`config.mk`:
```
export PLATFORM = sky130hd
export DESIGN_NAME = rc_link_frame_decoder_failsafe
export DESIGN_NICKNAME = d
export VERILOG_FILES = /design/src/design/rclfd_pkg.sv /design/src/design/rc_link_frame_decoder_failsafe.sv /design/src/design/rclfd_tick.sv
export VERILOG_INCLUDE_DIRS = /design/src /design/src/design
export SDC_FILE = /design/constraint.sdc
export NUM_CORES = 1
export LEC_CHECK = 0
export BUFFER_PORTS_ARGS = -buffer_cell sky130_fd_sc_hd__clkbuf_2
export CAP_MARGIN = 10
export CORE_MARGIN = 10
export CORE_UTILIZATION = 30
export DETAILED_ROUTE_END_ITERATION = 7
export PLACE_DENSITY_LB_ADDON = 0.05
export RECOVER_POWER = 100
export SETUP_SLACK_MARGIN = 0.5
export SYNTH_ARGS = -nofsm -noshare
export SYNTH_HDL_FRONTEND = slang
export SYNTH_HIERARCHICAL = 1
export SYNTH_SLANG_ARGS = --single-unit
```
`constraint.sdc`:
```
create_clock -name clk -period 4.9 [get_ports clk]
set_input_delay 0.49 -clock clk [delete_from_list [all_inputs] [get_ports clk]]
set_output_delay 0.49 -clock clk [all_outputs]
set_load 0.01 [all_outputs]
```
`src/design/rc_link_frame_decoder_failsafe_defines.svh`:
```
// ---------------------------------------------------------------------------
// rc_link_frame_decoder_failsafe_defines.svh
// Assertion macros shared by the frame decoder RTL.
// ---------------------------------------------------------------------------
`ifndef RC_LINK_FRAME_DECODER_FAILSAFE_DEFINES_SVH
`define RC_LINK_FRAME_DECODER_FAILSAFE_DEFINES_SVH

// Same-cycle implication, sampled on clk, off during reset.
`define RCLFD_ASSERT_NOW(label, ante, cons, msg) \
	label: assert property (@(posedge clk) disable iff (!arst_n) (ante) |-> (cons)) \
		else $error(msg);

// Next-cycle implication, sampled on clk, off during reset.
`define RCLFD_ASSERT_NEXT(label, ante, cons, msg) \
	label: assert property (@(posedge clk) disable iff (!arst_n) (ante) |=> (cons)) \
		else $error(msg);

`endif

```
`src/design/rclfd_pkg.sv`:
```
// ---------------------------------------------------------------------------
// rclfd_pkg
// Types and constants of the radio link frame decoder.
// ---------------------------------------------------------------------------
package rclfd_pkg;

	localparam int unsigned LOSS_W = 16;
	localparam int unsigned HOLD_W = 8;
	localparam int unsigned BYTE_W = 8;
	localparam int unsigned SEQ_W  = 3;
	localparam int unsigned ADDR_W = 5;
	localparam int unsigned DATA_W = 32;

	localparam logic [LOSS_W-1:0] LOSS_MAX = {LOSS_W{1'b1}};
	localparam logic [BYTE_W-1:0] ALT_LOST = 8'h9C;  // -100

	// status byte layout
	localparam int unsigned FLY_BIT     = 7;
	localparam int unsigned ENGINE_BIT  = 6;
	localparam int unsigned RIGHT_BIT   = 5;
	localparam int unsigned LEFT_BIT    = 4;
	localparam int unsigned SPECIAL_BIT = 3;

	// register reset values
	localparam logic [LOSS_W-1:0] RST_SIGNAL_RESET = 16'd10;
	localparam logic [LOSS_W-1:0] RST_DISARM       = 16'd15;
	localparam logic [LOSS_W-1:0] RST_FAULT        = 16'd6000;
	localparam logic [HOLD_W-1:0] RST_BUTTON_HOLD  = 8'd50;
	localparam logic [HOLD_W-1:0] RST_OPTION_HOLD  = 8'd10;

	typedef enum logic [2:0] {
		REG_SIGNAL_RESET = 3'd0,
		REG_DISARM       = 3'd1,
		REG_FAULT        = 3'd2,
		REG_BUTTON_HOLD  = 3'd3,
		REG_OPTION_HOLD  = 3'd4
	} reg_idx_t;

	typedef struct packed {
		logic [LOSS_W-1:0] signal_reset;
		logic [LOSS_W-1:0] disarm;
		logic [LOSS_W-1:0] fault;
		logic [HOLD_W-1:0] button_hold;
		logic [HOLD_W-1:0] option_hold;
	} cfg_t;

	typedef struct packed {
		logic              link_ok;
		logic [BYTE_W-1:0] status;
		logic [BYTE_W-1:0] roll;
		logic [BYTE_W-1:0] pitch;
		logic [BYTE_W-1:0] yaw;
		logic [BYTE_W-1:0] alt;
		logic [BYTE_W-1:0] opt_num;
		logic [BYTE_W-1:0] opt_val;
	} item_t;

	typedef struct packed {
		logic [SEQ_W-1:0]  seq;
		logic [LOSS_W-1:0] loss;
		logic              engine;
		logic              fly;
		logic [HOLD_W-1:0] right_tmr;
		logic [HOLD_W-1:0] left_tmr;
		logic [HOLD_W-1:0] special_tmr;
		logic [HOLD_W-1:0] option_tmr;
		logic [BYTE_W-1:0] roll;
		logic [BYTE_W-1:0] pitch;
		logic [BYTE_W-1:0] yaw;
		logic [BYTE_W-1:0] alt;
		logic [BYTE_W-1:0] opt_num;
		logic [BYTE_W-1:0] opt_val;
	} state_t;

	typedef struct packed {
		logic              engine;
		logic              fly;
		logic [2:0]        pulses;
		logic [BYTE_W-1:0] roll;
		logic [BYTE_W-1:0] pitch;
		logic [BYTE_W-1:0] yaw;
		logic [BYTE_W-1:0] alt;
		logic [BYTE_W-1:0] opt_num;
		logic [BYTE_W-1:0] opt_val;
		logic [SEQ_W-1:0]  seq;
		logic              fault;
	} result_t;

endpackage

```
`src/design/rc_link_frame_decoder_failsafe.sv`:
```
// ---------------------------------------------------------------------------
// rc_link_frame_decoder_failsafe
// Receiver-side frame decoder with loss failsafe and button/option hold-off.
// ---------------------------------------------------------------------------
// One tick is taken per clock cycle, with no gaps, as long as the result side
// keeps up. Each accepted tick lands in an input register, the tick logic runs
// in the following cycle against the held link state, and the result appears
// in the output register when that register is free or drains. The link state
// loop closes through that single tick stage, so a tick always sees every
// earlier one. Thresholds and hold lengths sit in APB registers at byte
// offsets 0x00..0x10; change them only while no tick is in flight.
// ---------------------------------------------------------------------------
`include "rc_link_frame_decoder_failsafe_defines.svh"

module rc_link_frame_decoder_failsafe (
	input  logic                               clk,
	input  logic                               arst_n,
	// APB configuration
	input  logic                               psel,
	input  logic                               penable,
	input  logic                               pwrite,
	input  logic [rclfd_pkg::ADDR_W-1:0]       paddr,
	input  logic [rclfd_pkg::DATA_W-1:0]       pwdata,
	output logic [rclfd_pkg::DATA_W-1:0]       prdata,
	output logic                               pready,
	// tick input
	input  logic                               in_valid,
	output logic                               in_ready,
	input  logic                               link_ok,
	input  logic [7:0]                         status_byte,
	input  logic signed [7:0]                  roll_in,
	input  logic signed [7:0]                  pitch_in,
	input  logic signed [7:0]                  yaw_in,
	input  logic signed [7:0]                  altitude_in,
	input  logic [7:0]                         option_number_in,
	input  logic signed [7:0]                  option_value_in,
	// result output
	output logic                               out_valid,
	input  logic                               out_ready,
	output logic                               engine_on,
	output logic                               fly_on,
	output logic [2:0]                         button_pulses,
	output logic signed [7:0]                  roll_out,
	output logic signed [7:0]                  pitch_out,
	output logic signed [7:0]                  yaw_out,
	output logic signed [7:0]                  altitude_out,
	output logic [7:0]                         option_number_out,
	output logic signed [7:0]                  option_value_out,
	output logic [2:0]                         sequence_res,
	output logic                               link_fault
);

	rclfd_pkg::cfg_t     cfg_q;
	rclfd_pkg::state_t   state_q;
	rclfd_pkg::state_t   state_nxt;
	rclfd_pkg::item_t    item_in;
	rclfd_pkg::item_t    item_s1;
	rclfd_pkg::result_t  res_nxt;
	rclfd_pkg::result_t  res_s2;
	rclfd_pkg::reg_idx_t reg_idx;
	logic                valid_s1;
	logic                valid_s2;
	logic                adv_s1;
	logic                cfg_wr;

	// configuration registers
	assign pready  = 1'b1;
	assign reg_idx = rclfd_pkg::reg_idx_t'(paddr[4:2]);
	assign cfg_wr  = psel & penable & pwrite;

	always_ff @(posedge clk or negedge arst_n) begin
		if (!arst_n) begin
			cfg_q.signal_reset <= rclfd_pkg::RST_SIGNAL_RESET;
			cfg_q.disarm       <= rclfd_pkg::RST_DISARM;
			cfg_q.fault        <= rclfd_pkg::RST_FAULT;
			cfg_q.button_hold  <= rclfd_pkg::RST_BUTTON_HOLD;
			cfg_q.option_hold  <= rclfd_pkg::RST_OPTION_HOLD;
		end else if (cfg_wr) begin
			case (reg_idx)
				rclfd_pkg::REG_SIGNAL_RESET: cfg_q.signal_reset <= pwdata[15:0];
				rclfd_pkg::REG_DISARM:       cfg_q.disarm       <= pwdata[15:0];
				rclfd_pkg::REG_FAULT:        cfg_q.fault        <= pwdata[15:0];
				rclfd_pkg::REG_BUTTON_HOLD:  cfg_q.button_hold  <= pwdata[7:0];
				rclfd_pkg::REG_OPTION_HOLD:  cfg_q.option_hold  <= pwdata[7:0];
				default: ;
			endcase
		end
	end

	// register readback
	always_comb begin
		case (reg_idx)
			rclfd_pkg::REG_SIGNAL_RESET: prdata = {16'd0, cfg_q.signal_reset};
			rclfd_pkg::REG_DISARM:       prdata = {16'd0, cfg_q.disarm};
			rclfd_pkg::REG_FAULT:        prdata = {16'd0, cfg_q.fault};
			rclfd_pkg::REG_BUTTON_HOLD:  prdata = {24'd0, cfg_q.button_hold};
			rclfd_pkg::REG_OPTION_HOLD:  prdata = {24'd0, cfg_q.option_hold};
			default:                     prdata = '0;
		endcase
	end

	// handshake: stage 1 moves on whenever the output register is free or drains
	assign adv_s1    = valid_s1 & (~valid_s2 | out_ready);
	assign in_ready  = ~valid_s1 | adv_s1;
	assign out_valid = valid_s2;

	always_ff @(posedge clk or negedge arst_n) begin
		if (!arst_n) begin
			valid_s1 <= 1'b0;
			valid_s2 <= 1'b0;
		end else begin
			if (in_ready)
				valid_s1 <= in_valid;
			if (adv_s1)
				valid_s2 <= 1'b1;
			else if (out_ready)
				valid_s2 <= 1'b0;
		end
	end

	// input register
	always_comb begin
		item_in.link_ok = link_ok;
		item_in.status  = status_byte;
		item_in.roll    = $unsigned(roll_in);
		item_in.pitch   = $unsigned(pitch_in);
		item_in.yaw     = $unsigned(yaw_in);
		item_in.alt     = $unsigned(altitude_in);
		item_in.opt_num = option_number_in;
		item_in.opt_val = $unsigned(option_value_in);
	end

	always_ff @(posedge clk) begin
		if (in_valid && in_ready)
			item_s1 <= item_in;
	end

	// tick logic
	rclfd_tick u_tick (
		.cur  (state_q),
		.cfg  (cfg_q),
		.item (item_s1),
		.nxt  (state_nxt),
		.res  (res_nxt)
	);

	// link state, updated once per tick
	always_ff @(posedge clk or negedge arst_n) begin
		if (!arst_n)
			state_q <= '0;
		else if (adv_s1)
			state_q <= state_nxt;
	end

	// result register
	always_ff @(posedge clk) begin
		if (adv_s1)
			res_s2 <= res_nxt;
	end

	assign engine_on         = res_s2.engine;
	assign fly_on            = res_s2.fly;
	assign button_pulses     = res_s2.pulses;
	assign roll_out          = $signed(res_s2.roll);
	assign pitch_out         = $signed(res_s2.pitch);
	assign yaw_out           = $signed(res_s2.yaw);
	assign altitude_out      = $signed(res_s2.alt);
	assign option_number_out = res_s2.opt_num;
	assign option_value_out  = $signed(res_s2.opt_val);
	assign sequence_res      = res_s2.seq;
	assign link_fault        = res_s2.fault;

	// checks
	`RCLFD_ASSERT_NOW(a_fault_past_limit, adv_s1 && res_nxt.fault, state_q.loss > cfg_q.fault, "fault below limit")
	`RCLFD_ASSERT_NOW(a_fly_needs_engine, out_valid && fly_on, engine_on, "fly without engine")
	`RCLFD_ASSERT_NOW(a_ready_when_empty, !valid_s2, in_ready, "input stalled with empty output")
	`RCLFD_ASSERT_NEXT(a_loss_count, adv_s1 && !item_s1.link_ok && state_q.loss != rclfd_pkg::LOSS_MAX, state_q.loss == $past(state_q.loss) + 16'd1, "loss count step")

endmodule

```
`src/design/rclfd_tick.sv`:
```
// ---------------------------------------------------------------------------
// rclfd_tick
// Next-state and result logic for one control tick of the frame decoder.
// ---------------------------------------------------------------------------
module rclfd_tick (
	input  rclfd_pkg::state_t  cur,
	input  rclfd_pkg::cfg_t    cfg,
	input  rclfd_pkg::item_t   item,
	output rclfd_pkg::state_t  nxt,
	output rclfd_pkg::result_t res
);

	logic fault;

	// tick update: count, timers, loss failsafe, then frame decode
	always_comb begin
		nxt   = cur;
		fault = 1'b0;

		nxt.seq         = cur.seq + 3'd1;
		nxt.right_tmr   = (cur.right_tmr   != '0) ? cur.right_tmr   - 8'd1 : '0;
		nxt.left_tmr    = (cur.left_tmr    != '0) ? cur.left_tmr    - 8'd1 : '0;
		nxt.special_tmr = (cur.special_tmr != '0) ? cur.special_tmr - 8'd1 : '0;
		nxt.option_tmr  = (cur.option_tmr  != '0) ? cur.option_tmr  - 8'd1 : '0;

		// failsafe on long loss, judged on the count before this tick
		if (cur.loss > cfg.signal_reset) begin
			if (cur.loss > cfg.disarm) begin
				nxt.fly    = 1'b0;
				nxt.engine = 1'b0;
			end
			nxt.right_tmr   = '0;
			nxt.left_tmr    = '0;
			nxt.special_tmr = '0;
			nxt.option_tmr  = '0;
			nxt.roll        = '0;
			nxt.pitch       = '0;
			nxt.yaw         = '0;
			nxt.alt         = rclfd_pkg::ALT_LOST;
			nxt.opt_num     = '0;
			nxt.opt_val     = '0;
			fault = (cur.loss > cfg.fault) && !nxt.engine;
		end

		if (!item.link_ok) begin
			// saturating loss count
			if (cur.loss != rclfd_pkg::LOSS_MAX)
				nxt.loss = cur.loss + 16'd1;
		end else begin
			nxt.loss   = '0;
			nxt.engine = item.status[rclfd_pkg::ENGINE_BIT];
			nxt.fly    = item.status[rclfd_pkg::ENGINE_BIT] & item.status[rclfd_pkg::FLY_BIT];
			// buttons only start an idle timer
			if (item.status[rclfd_pkg::RIGHT_BIT] && nxt.right_tmr == '0)
				nxt.right_tmr = cfg.button_hold;
			if (item.status[rclfd_pkg::LEFT_BIT] && nxt.left_tmr == '0)
				nxt.left_tmr = cfg.button_hold;
			if (item.status[rclfd_pkg::SPECIAL_BIT] && nxt.special_tmr == '0)
				nxt.special_tmr = cfg.button_hold;
			nxt.seq   = item.status[rclfd_pkg::SEQ_W-1:0];
			nxt.roll  = item.roll;
			nxt.pitch = item.pitch;
			nxt.yaw   = item.yaw;
			nxt.alt   = item.alt;
			// option latch behind its own hold-off
			if (item.opt_num != '0 && nxt.option_tmr == '0) begin
				nxt.option_tmr = cfg.option_hold;
				nxt.opt_num    = item.opt_num;
				nxt.opt_val    = item.opt_val;
			end else begin
				nxt.opt_num = '0;
				nxt.opt_val = '0;
			end
		end
	end

	// result fields from the updated state, plus the fault flag
	always_comb begin
		res.engine    = nxt.engine;
		res.fly       = nxt.fly;
		res.pulses[0] = (nxt.right_tmr   == cfg.button_hold);
		res.pulses[1] = (nxt.left_tmr    == cfg.button_hold);
		res.pulses[2] = (nxt.special_tmr == cfg.button_hold);
		res.roll      = nxt.roll;
		res.pitch     = nxt.pitch;
		res.yaw       = nxt.yaw;
		res.alt       = nxt.alt;
		res.opt_num   = nxt.opt_num;
		res.opt_val   = nxt.opt_val;
		res.seq       = nxt.seq;
		res.fault     = fault;
	end

endmodule
```
==> out/metrics.cfg, run 1 <==
[clocking]
clock-sinks=281
cts_tree=built
cts-buffers-inserted=38
cts_hold_buf=0
cts_max_level=2
clock_latency_ns=0.55
path_clk_slew_ns=0.05
cts_resized=0
cts_setup_buffers=0
root_buffer=clkbuf_16
clock_path_buffers=3

[power]
switching_share_pct=31.8
ir_drop_mv=0.241
p_int_mw=5.65
clkPwrFrac_pct=32.7
report.power.total_mw=8.28
cellLeakagePower_nw=7.05
pwr-share-comb_pct=25.7
power_density_nw_per_um2=495
pwr-share-seq_pct=41.5
p_switching_mw=2.63

[final_layout]
fillers=5072
utilization_pct=34.2
instances_no_fill=2045
drive_above_1_share_pct=22.8
seqCellArea_um2=7620
multi_input_area_um2=6020
n_antenna_cell=0
area_growth_pct=13.1
final_area_um2=16700
nets=1507

[worst_setup_path]
critPathLaunchType=flop
cp.arrival_ns=4.37
end_kind=flop
path_max_fanout=11
critical_path_class=reg -> reg
cp.required_ns=5.17

[logic_synthesis]
yosys_warnings=6
synth_area_leaders=dfrtp_1 25%, edfxtp_1 23%, mux2_2 11%
synth_largest_area_cell=dfrtp_1
synth_common_cells=149 x dfrtp_1, 149 x mux2_2, 118 x nand2_1, 114 x edfxtp_1, 75 x buf_4
synth_seq_cells=281
ys_types=83
synth-edff-count=114
avgSynthCellArea_um2=11.8
synth.top_cell.area_share_pct=25.2
yosysSeqAreaShare_pct=51.6
syn_area_um2=14800
synth_flop_cell=dfrtp_1
async_reset_ff_share_pct=59.4
syn_inst=1248

[grt]
antenna_found_initial=0
grt_use_total_pct=13.4
grt_pass1_vias=10200
gr-total-overflow=0
grt_max_degree=102
grt_pass1_wl_um=61900

[place]
gp_congestion=0.787
post-dp-hpwl_um=27100
io_buffers=157
dpl-instance-area_um2=15800
dpl.cell_count=1975

[worst_hold_path]
hold_class=in -> reg

[route]
via_count=9590
drt-vias-per-instance=4.69
wire_per_inst_um=19.3
first_pass_iters=5
ant_nets=0
drt-total-wl_um=39600
dr.max_layer_used=met4
drc=0
drt_iter0_drc=446
wl_met1_um=17900
wl_met3_um=1320
wl_met2_um=19500

[status]
violations=capacitance limit, slew limit
status=finished with violations

[floorplanning]
dieArea_um2=58600
core_area_um2=48800
io_pins=193
start_util_pct=30.3
placementRows=81
die_y_um=242
fp.dieW_um=242

[sta]
setup_viol=0
period_share_pct=83.6
hold_viol_final=0
worst_pin_slew_ns=2.74
finalMaxSlewViolations=202
maxSlewHeadroom_pct=-82.6
grt_setup_unrepaired=false
tns_ns=0
max_freq_mhz=244
fin_crit_ns=4.10
skew_ns=0.0144

[job]
maxCapViolations=6

-- logic make-up (layout without fill, tap and decap cells) --
family	Yosys count	after routing	share of synthesized area (%)
AO/OA/AOI/OAI	199	199	9.27
buffers and inverters	186	304	7.34
adder cells (fa/ha/maj)	55	55	4.65
XOR/XNOR	31	31	1.84
flip-flops	281	281	51.6
multiplexers	196	196	15.2
other	2	17	0.0508
AND/OR/NAND/NOR	298	298	10.1
-- through the flow --
step | setup WS, ns | hold WS [ns]
after floorplan | 2.01 | 0.194
after global placement | 1.25 | 0.484
after detailed placement | 1.17 | 0.491
after CTS | 1.17 | 0.0575
after global routing | 0.500 | 0.0723
final | 0.803 | 0.115
-- layout by cell type, fill, tap and decap left out, types with 5 or more instances in the layout --
master / count
a211oi_1: 5
a21o_1: 12
a21oi_1: 37
a221o_1: 5
a22o_1: 18
and3_1: 8
buf_4: 8
clkbuf_1: 107
clkbuf_16: 39
clkbuf_2: 68
clkinv_1: 6
conb_1: 17
dfrtp_1: 149
dfstp_2: 18
edfxtp_1: 114
ha_1: 55
inv_1: 60
mux2_1: 23
mux2_2: 147
mux2i_1: 24
nand2_1: 119
nand2b_1: 7
nand3_1: 14
nand4_1: 15
nor2_1: 46
nor2b_1: 17
nor3_1: 17
nor3b_1: 8
nor4_1: 10
o21ai_0: 60
o22ai_1: 8
o2bb2ai_1: 15
or2_2: 8
or3_1: 7
xnor2_1: 18
xor2_1: 13
-- flip-flops by register name, summed over array words and instances (netlist names), 8 cells and up --
name               cells
state_q              101
option_value_out       8
pitch_out              8
cfg_q                 64
altitude_out           8
option_number_out      8
yaw_out                8
item_s1               57
roll_out               8
-- worst paths after layout --
kind | start | end | slack [ns] | depth (start not counted)
max | state_q[95] | button_pulses[2] | 0.80 | 9
min | roll_in[4] | item_s1[44] | 0.12 | 1
max reg2reg | state_q[95] | button_pulses[2] | 0.80 | 9
min reg2reg | state_q[80] | state_q[80] | 0.50 | 1
max in group asynchronous | arst_n | valid_s1 | 2.04 | 2
min in group asynchronous | arst_n | state_q[69] | 0.65 | 1
-- routing by layer --
| metal | GRT usage, % | vias up |
|---|---|---|
| met5 | 0 | - |
| met4 | 3.83 | 0 |
| met3 | 2.73 | 46 |
| met2 | 22.7 | 128 |
| met1 | 17.0 | 4775 |
| li1 | - | 4641 |
-- final cells by class --
| cell class | instances | area share (%) |
|---|---|---|
| inverter | 60 | 1.35 |
| sequential | 281 | 45.6 |
| multi-input combinational | 796 | 36.0 |
| tap | 664 | 4.97 |
| timing repair buffer | 174 | 4.79 |
| clock inverter | 16 | 0.913 |
| clock buffer | 54 | 6.41 |
-- worst max-delay path, cell delays in order (launching register included) --
cell      delay, ns
dfrtp_1        0.50
ha_1           0.39
nand4_2        0.16
nor2_1         0.06
or3_1          0.40
o41ai_2        1.41
clkbuf_1       0.22
o22ai_1        0.30
a211oi_1       0.27
a211oi_1       0.11
-- power groups by stage --
stage | Sequential [mW] | Clock [mW] | Combinational, mW
3_3_place_gp | 3.48 | 0 | 2.20
6_report | 3.44 | 2.71 | 2.13
2_1_floorplan | 3.35 | 0 | 1.79
3_5_place_dp | 3.49 | 0 | 2.22
5_1_grt | 3.52 | 2.91 | 2.41
4_1_cts | 3.45 | 2.82 | 2.23
No activity file was read; power rests on OpenSTA's default activity.
==> run 2, diff against run 1 <==
==> constraint.sdc (replaced) <==
create_clock -name clk -period 3.9 [get_ports clk]
set_input_delay 0.39 -clock clk [delete_from_list [all_inputs] [get_ports clk]]
set_output_delay 0.39 -clock clk [all_outputs]
set_load 0.01 [all_outputs]
==> out/metrics.cfg, run 2 (same netlist as run 1, synthesis figures left out) <==
[sta]
max_freq_mhz=293
period_share_pct=87.6
skew_ns=0.0154
tns_ns=0
finalMaxSlewViolations=145
hold_viol_final=0
setup_ws_ns=0.482
fin_crit_ns=3.42
worst_pin_slew_ns=2.35
maxSlewHeadroom_pct=-56.6
setup_viol=0
grt_setup_unrepaired=false

[status]
violations=capacitance limit, slew limit
status=finished with violations

[route]
drt-total-wl_um=40600
via_count=9910
ant_nets=0
wire_per_inst_um=19.4
drt-vias-per-instance=4.72
first_pass_iters=5
drt_iter0_drc=470
drc=0

[place]
dp_slack_ns=0.583
dpl.cell_count=1992
post-dp-hpwl_um=27900
io_buffers=157
gp_congestion=0.770

[worst_setup_path]
r2r_end=button_pulses[2]
cp.arrival_ns=3.72
critical_path_class=reg -> reg
cp.required_ns=4.20
critPathLaunchType=flop
reg2reg_depth=10
end_kind=flop
r2r-start=cfg_q[63]
path_max_fanout=10
ff2ff_setup_slack_ns=0.48

[final_layout]
reg_top3=state_q (101), cfg_q (64), item_s1 (57)
final_common_cell=dfrtp_1
nets=1562
instances_no_fill=2098
regMostFlops=state_q
area_growth_pct=17.1
drive_above_1_share_pct=23.8
mostFrequentLayoutCells=149 x dfrtp_1, 148 x mux2_2, 118 x nand2_1
fillers=4989
largest_reg_flops=101
n_antenna_cell=0

[clocking]
cts_setup_buffers=0
clock_latency_ns=0.55
cts_tree=built
cts_max_level=2
path_clk_slew_ns=0.06
clock_path_buffers=3
root_buffer=clkbuf_16
cts-buffers-inserted=36
clock-sinks=281

[power]
cellLeakagePower_nw=7.33
power_density_nw_per_um2=609
ir_drop_mv=0.255
report.power.total_mw=10.5

[floorplanning]
core_area_um2=48800
die_y_um=242
placementRows=81
io_pins=193
fp.dieW_um=242
dieArea_um2=58600
start_util_pct=30.3

[worst_hold_path]
hold_class=in -> reg
hold_depth=1
min_from=option_value_in[3]
hold_end=item_s1[3]

[grt]
gr-total-overflow=0
grt_use_total_pct=13.7
antenna_found_initial=0
grt_max_degree=83
grt_pass1_vias=10400
grt_pass1_wl_um=63600

[job]
maxCapViolations=3

[run 2: worst max-delay path by stage]
stage / start / endpoint / slack (ns) / cells after the start
after floorplan: state_q[95] / state_q[53] / 1.01 / 11
after global placement: cfg_q[63] / state_q[13] / 0.66 / 10
after detailed placement: cfg_q[63] / state_q[48] / 0.58 / 10
final: cfg_q[63] / button_pulses[2] / 0.48 / 10
after CTS: cfg_q[63] / state_q[48] / 0.57 / 10
after global routing: cfg_q[63] / state_q[69] / 0.30 / 10
[run 2: per-stage QoR]
step	hold slack (ns)	area [µm²]	utilization [%]
6_report	0.0319	17300	35.4
5_1_grt	0.0103	17300	35.4
3_3_place_gp	0.485	15900	32.6
2_1_floorplan	0.0944	14800	-
4_1_cts	0.000222	17600	35.9
3_5_place_dp	0.491	15900	32.6
[run 2: what timing repair did]
item / 4_1_cts / 5_1_grt
endpoints found under the setup margin: 0 / 25
endpoints found under the hold margin: 106 / 0
resized for setup: 0 / 3
hold buffers: 40 / 0
[run 2: power by group]
| group | switching [mW] | leakage (nW) | total (mW) | internal, mW |
|---|---|---|---|---|
| clock | 1.37 | 0.608 | 3.46 | 2.09 |
| combinational | 1.45 | 3.53 | 2.76 | 1.31 |
| sequential | 0.549 | 3.20 | 4.32 | 3.78 |
[run 2: cell type report]
| type | count | area [µm²] | share of cell area (%) |
|---|---|---|---|
| Clock inverter | 19 | 220 | 1.27 |
| Timing Repair Buffer | 231 | 1340 | 7.75 |
| Inverter | 60 | 225 | 1.30 |
| Clock buffer | 47 | 1000 | 5.79 |
| Tap cell | 664 | 831 | 4.80 |
| Multi-Input combinational cell | 796 | 6070 | 35.1 |
| Sequential cell | 281 | 7620 | 44.0 |
[run 2: metal layers]
layer / track usage [%] / part of all wire [%]
met2: 23.7 / 51
met5: 0 / 0
met4: 3.94 / 1.8
met1: 17.2 / 44
met3: 2.44 / 3.2
[run 2: worst max-delay path, cell delays in order, from the launching register on]
cell and delay (ns):
dfrtp_1 0.36, inv_1 0.07, ha_1 0.33, nand4_2 0.19, nor4_1 0.51, a21boi_0 0.48, o41a_1 0.38, buf_4 0.24
or4_1 0.13, a31oi_1 0.08, a211oi_1 0.41
==> run 3, diff against run 2 <==
==> constraint.sdc (replaced) <==
create_clock -name clk -period 4.4 [get_ports clk]
set_input_delay 0.44 -clock clk [delete_from_list [all_inputs] [get_ports clk]]
set_output_delay 0.44 -clock clk [all_outputs]
set_load 0.01 [all_outputs]
==> out/metrics.cfg, run 3 (same netlist as run 1, synthesis figures left out) <==
[worst_setup_path]
cp_top_family=simple AND/OR/NAND/NOR gates
critical_path_class=reg -> reg
r2r-start=state_q[97]
reg2reg_depth=9
path_max_fanout=16
path_cells=ha_1, nand4_1, nor4_1, nand2_1, o41a_1, buf_4, nor2_1, a22o_1, mux2_2
ff2ff_setup_slack_ns=0.52
cpPeakStageDelay_ns=1.02
cp.arrival_ns=4.36
cp.required_ns=4.87
crit_buf_inv=1
end_kind=flop
r2r_end=state_q[8]
cpMaxStageDelayCell=nor2_1
critPathLaunchType=flop

[sta]
period_share_pct=88.2
worst_pin_slew_ns=2.66
fin_crit_ns=3.88
grt_setup_unrepaired=false
finalMaxSlewViolations=238
tns_ns=0
skew_ns=0.0244
setup_viol=0
max_freq_mhz=258
hold_viol_final=0
setup_ws_ns=0.518
maxSlewHeadroom_pct=-77.4

[route]
via_count=9655
wire_per_inst_um=19.5
drt_iter0_drc=583
drt-vias-per-instance=4.73
drc=0
first_pass_iters=5
drt-total-wl_um=39900
ant_nets=0

[floorplanning]
fp.dieW_um=242
die_y_um=242
io_pins=193
dieArea_um2=58600
core_area_um2=48800
placementRows=81
start_util_pct=30.3

[clocking]
root_buffer=clkbuf_16
clock-sinks=281
clock_latency_ns=0.54
cts_max_level=2
cts_setup_buffers=0
clock_path_buffers=3
cts-buffers-inserted=37
cts_tree=built
path_clk_slew_ns=0.06

[worst_hold_path]
hold_end=item_s1[18]
hold_depth=1
min_from=altitude_in[2]
hold_class=in -> reg

[power]
clkPwrFrac_pct=32.8
pwr-share-comb_pct=25.9
ir_drop_mv=0.279
p_switching_mw=2.92
switching_share_pct=31.6
cellLeakagePower_nw=7.08
p_int_mw=6.33
pwr-share-seq_pct=41.3
report.power.total_mw=9.25
power_density_nw_per_um2=552

[final_layout]
mostFrequentLayoutCells=149 x mux2_2, 149 x dfrtp_1, 120 x nand2_1
reg_top3=state_q (101), cfg_q (64), item_s1 (57)
fillers=5013
n_antenna_cell=0
drive_above_1_share_pct=23.1
multi_input_area_um2=6030
final_area_um2=16800
area_growth_pct=13.4
instances_no_fill=2043
seqCellArea_um2=7620
largest_reg_flops=101
regMostFlops=state_q
nets=1507

[grt]
grt_use_total_pct=13.4
antenna_found_initial=2
grt_pass1_wl_um=62200
grt_pass1_vias=10300
gr-total-overflow=0
grt_max_degree=98

[status]
status=finished with violations
violations=capacitance limit, slew limit

[place]
post-dp-hpwl_um=26600
dpl.cell_count=1975
io_buffers=157
dp_slack_ns=0.811
gp_congestion=0.771
dpl-instance-area_um2=15800

[job]
maxCapViolations=4

==> run 3: cell types whose count changed in the layout (fill, tap and decap cells not counted), moves of 2 or more <==
cell,change
dlygate4sd3_1,-39
buf_4,-16
clkbuf_1,+4
clkinv_1,-4
clkbuf_8,+3
bufinv_16,-2
clkbuf_16,+2
clkinv_2,-2
nand2_1,+2
nor2_1,+2
nor2_2,-2
==> run 3: layer usage <==
layer / share of wire (%) / up-vias / routed length, µm / GRT usage (%)
met5: 0.018 / - / 7 / 0
met4: 1.9 / 2 / 768 / 3.90
met2: 50 / 165 / 20000 / 23.2
met3: 3.5 / 51 / 1380 / 2.34
met1: 44 / 4790 / 17700 / 16.9
li1: - / 4647 / - / -
==> run 3: repair_timing <==
item,in CTS,in global routing
endpoints found under the hold margin,7,0
hold buffers,1,0
resized for setup,0,0
==> run 3: per-stage QoR <==
step	hold slack, ns	utilization [%]
2_1_floorplan	0.144	-
3_3_place_gp	0.483	32.4
3_5_place_dp	0.493	32.4
4_1_cts	0.0354	34.9
5_1_grt	0.0459	34.3
6_report	0.0722	34.3
==> run 3: worst register-to-register path, stage by stage (launching register included) <==
cell and delay [ns]:
dfrtp_1 0.48, ha_1 0.38, nand4_1 0.25, nor4_1 0.58
nand2_1 0.22, o41a_1 0.20, buf_4 0.21, nor2_1 1.02
a22o_1 0.32, mux2_2 0.14
==> run 3: cell type report <==
type	count	share of cell area [%]
clock buffers	57	6.64
repair buffers	175	4.93
clock inverters	10	0.687
well taps	664	4.96
flip-flops and latches	281	45.5
inverters	60	1.34
multi-input cells	796	36.0
==> run 3: worst max path at each step <==
stage	cells past startpoint	to	startpoint
after global placement	9	button_pulses[0]	state_q[97]
final	9	state_q[8]	state_q[97]
after floorplan	11	state_q[53]	state_q[95]
after detailed placement	9	button_pulses[0]	state_q[97]
after global routing	9	state_q[8]	state_q[97]
after CTS	9	button_pulses[0]	state_q[97]
==> run 3: power groups by stage <==
stage / logic, mW / registers (mW) / clock network (mW)
6_report: 2.40 / 3.82 / 3.03
5_1_grt: 2.71 / 3.92 / 3.26
4_1_cts: 2.50 / 3.83 / 3.15
3_5_place_dp: 2.49 / 3.88 / 0
3_3_place_gp: 2.48 / 3.87 / 0
2_1_floorplan: 2.00 / 3.74 / 0
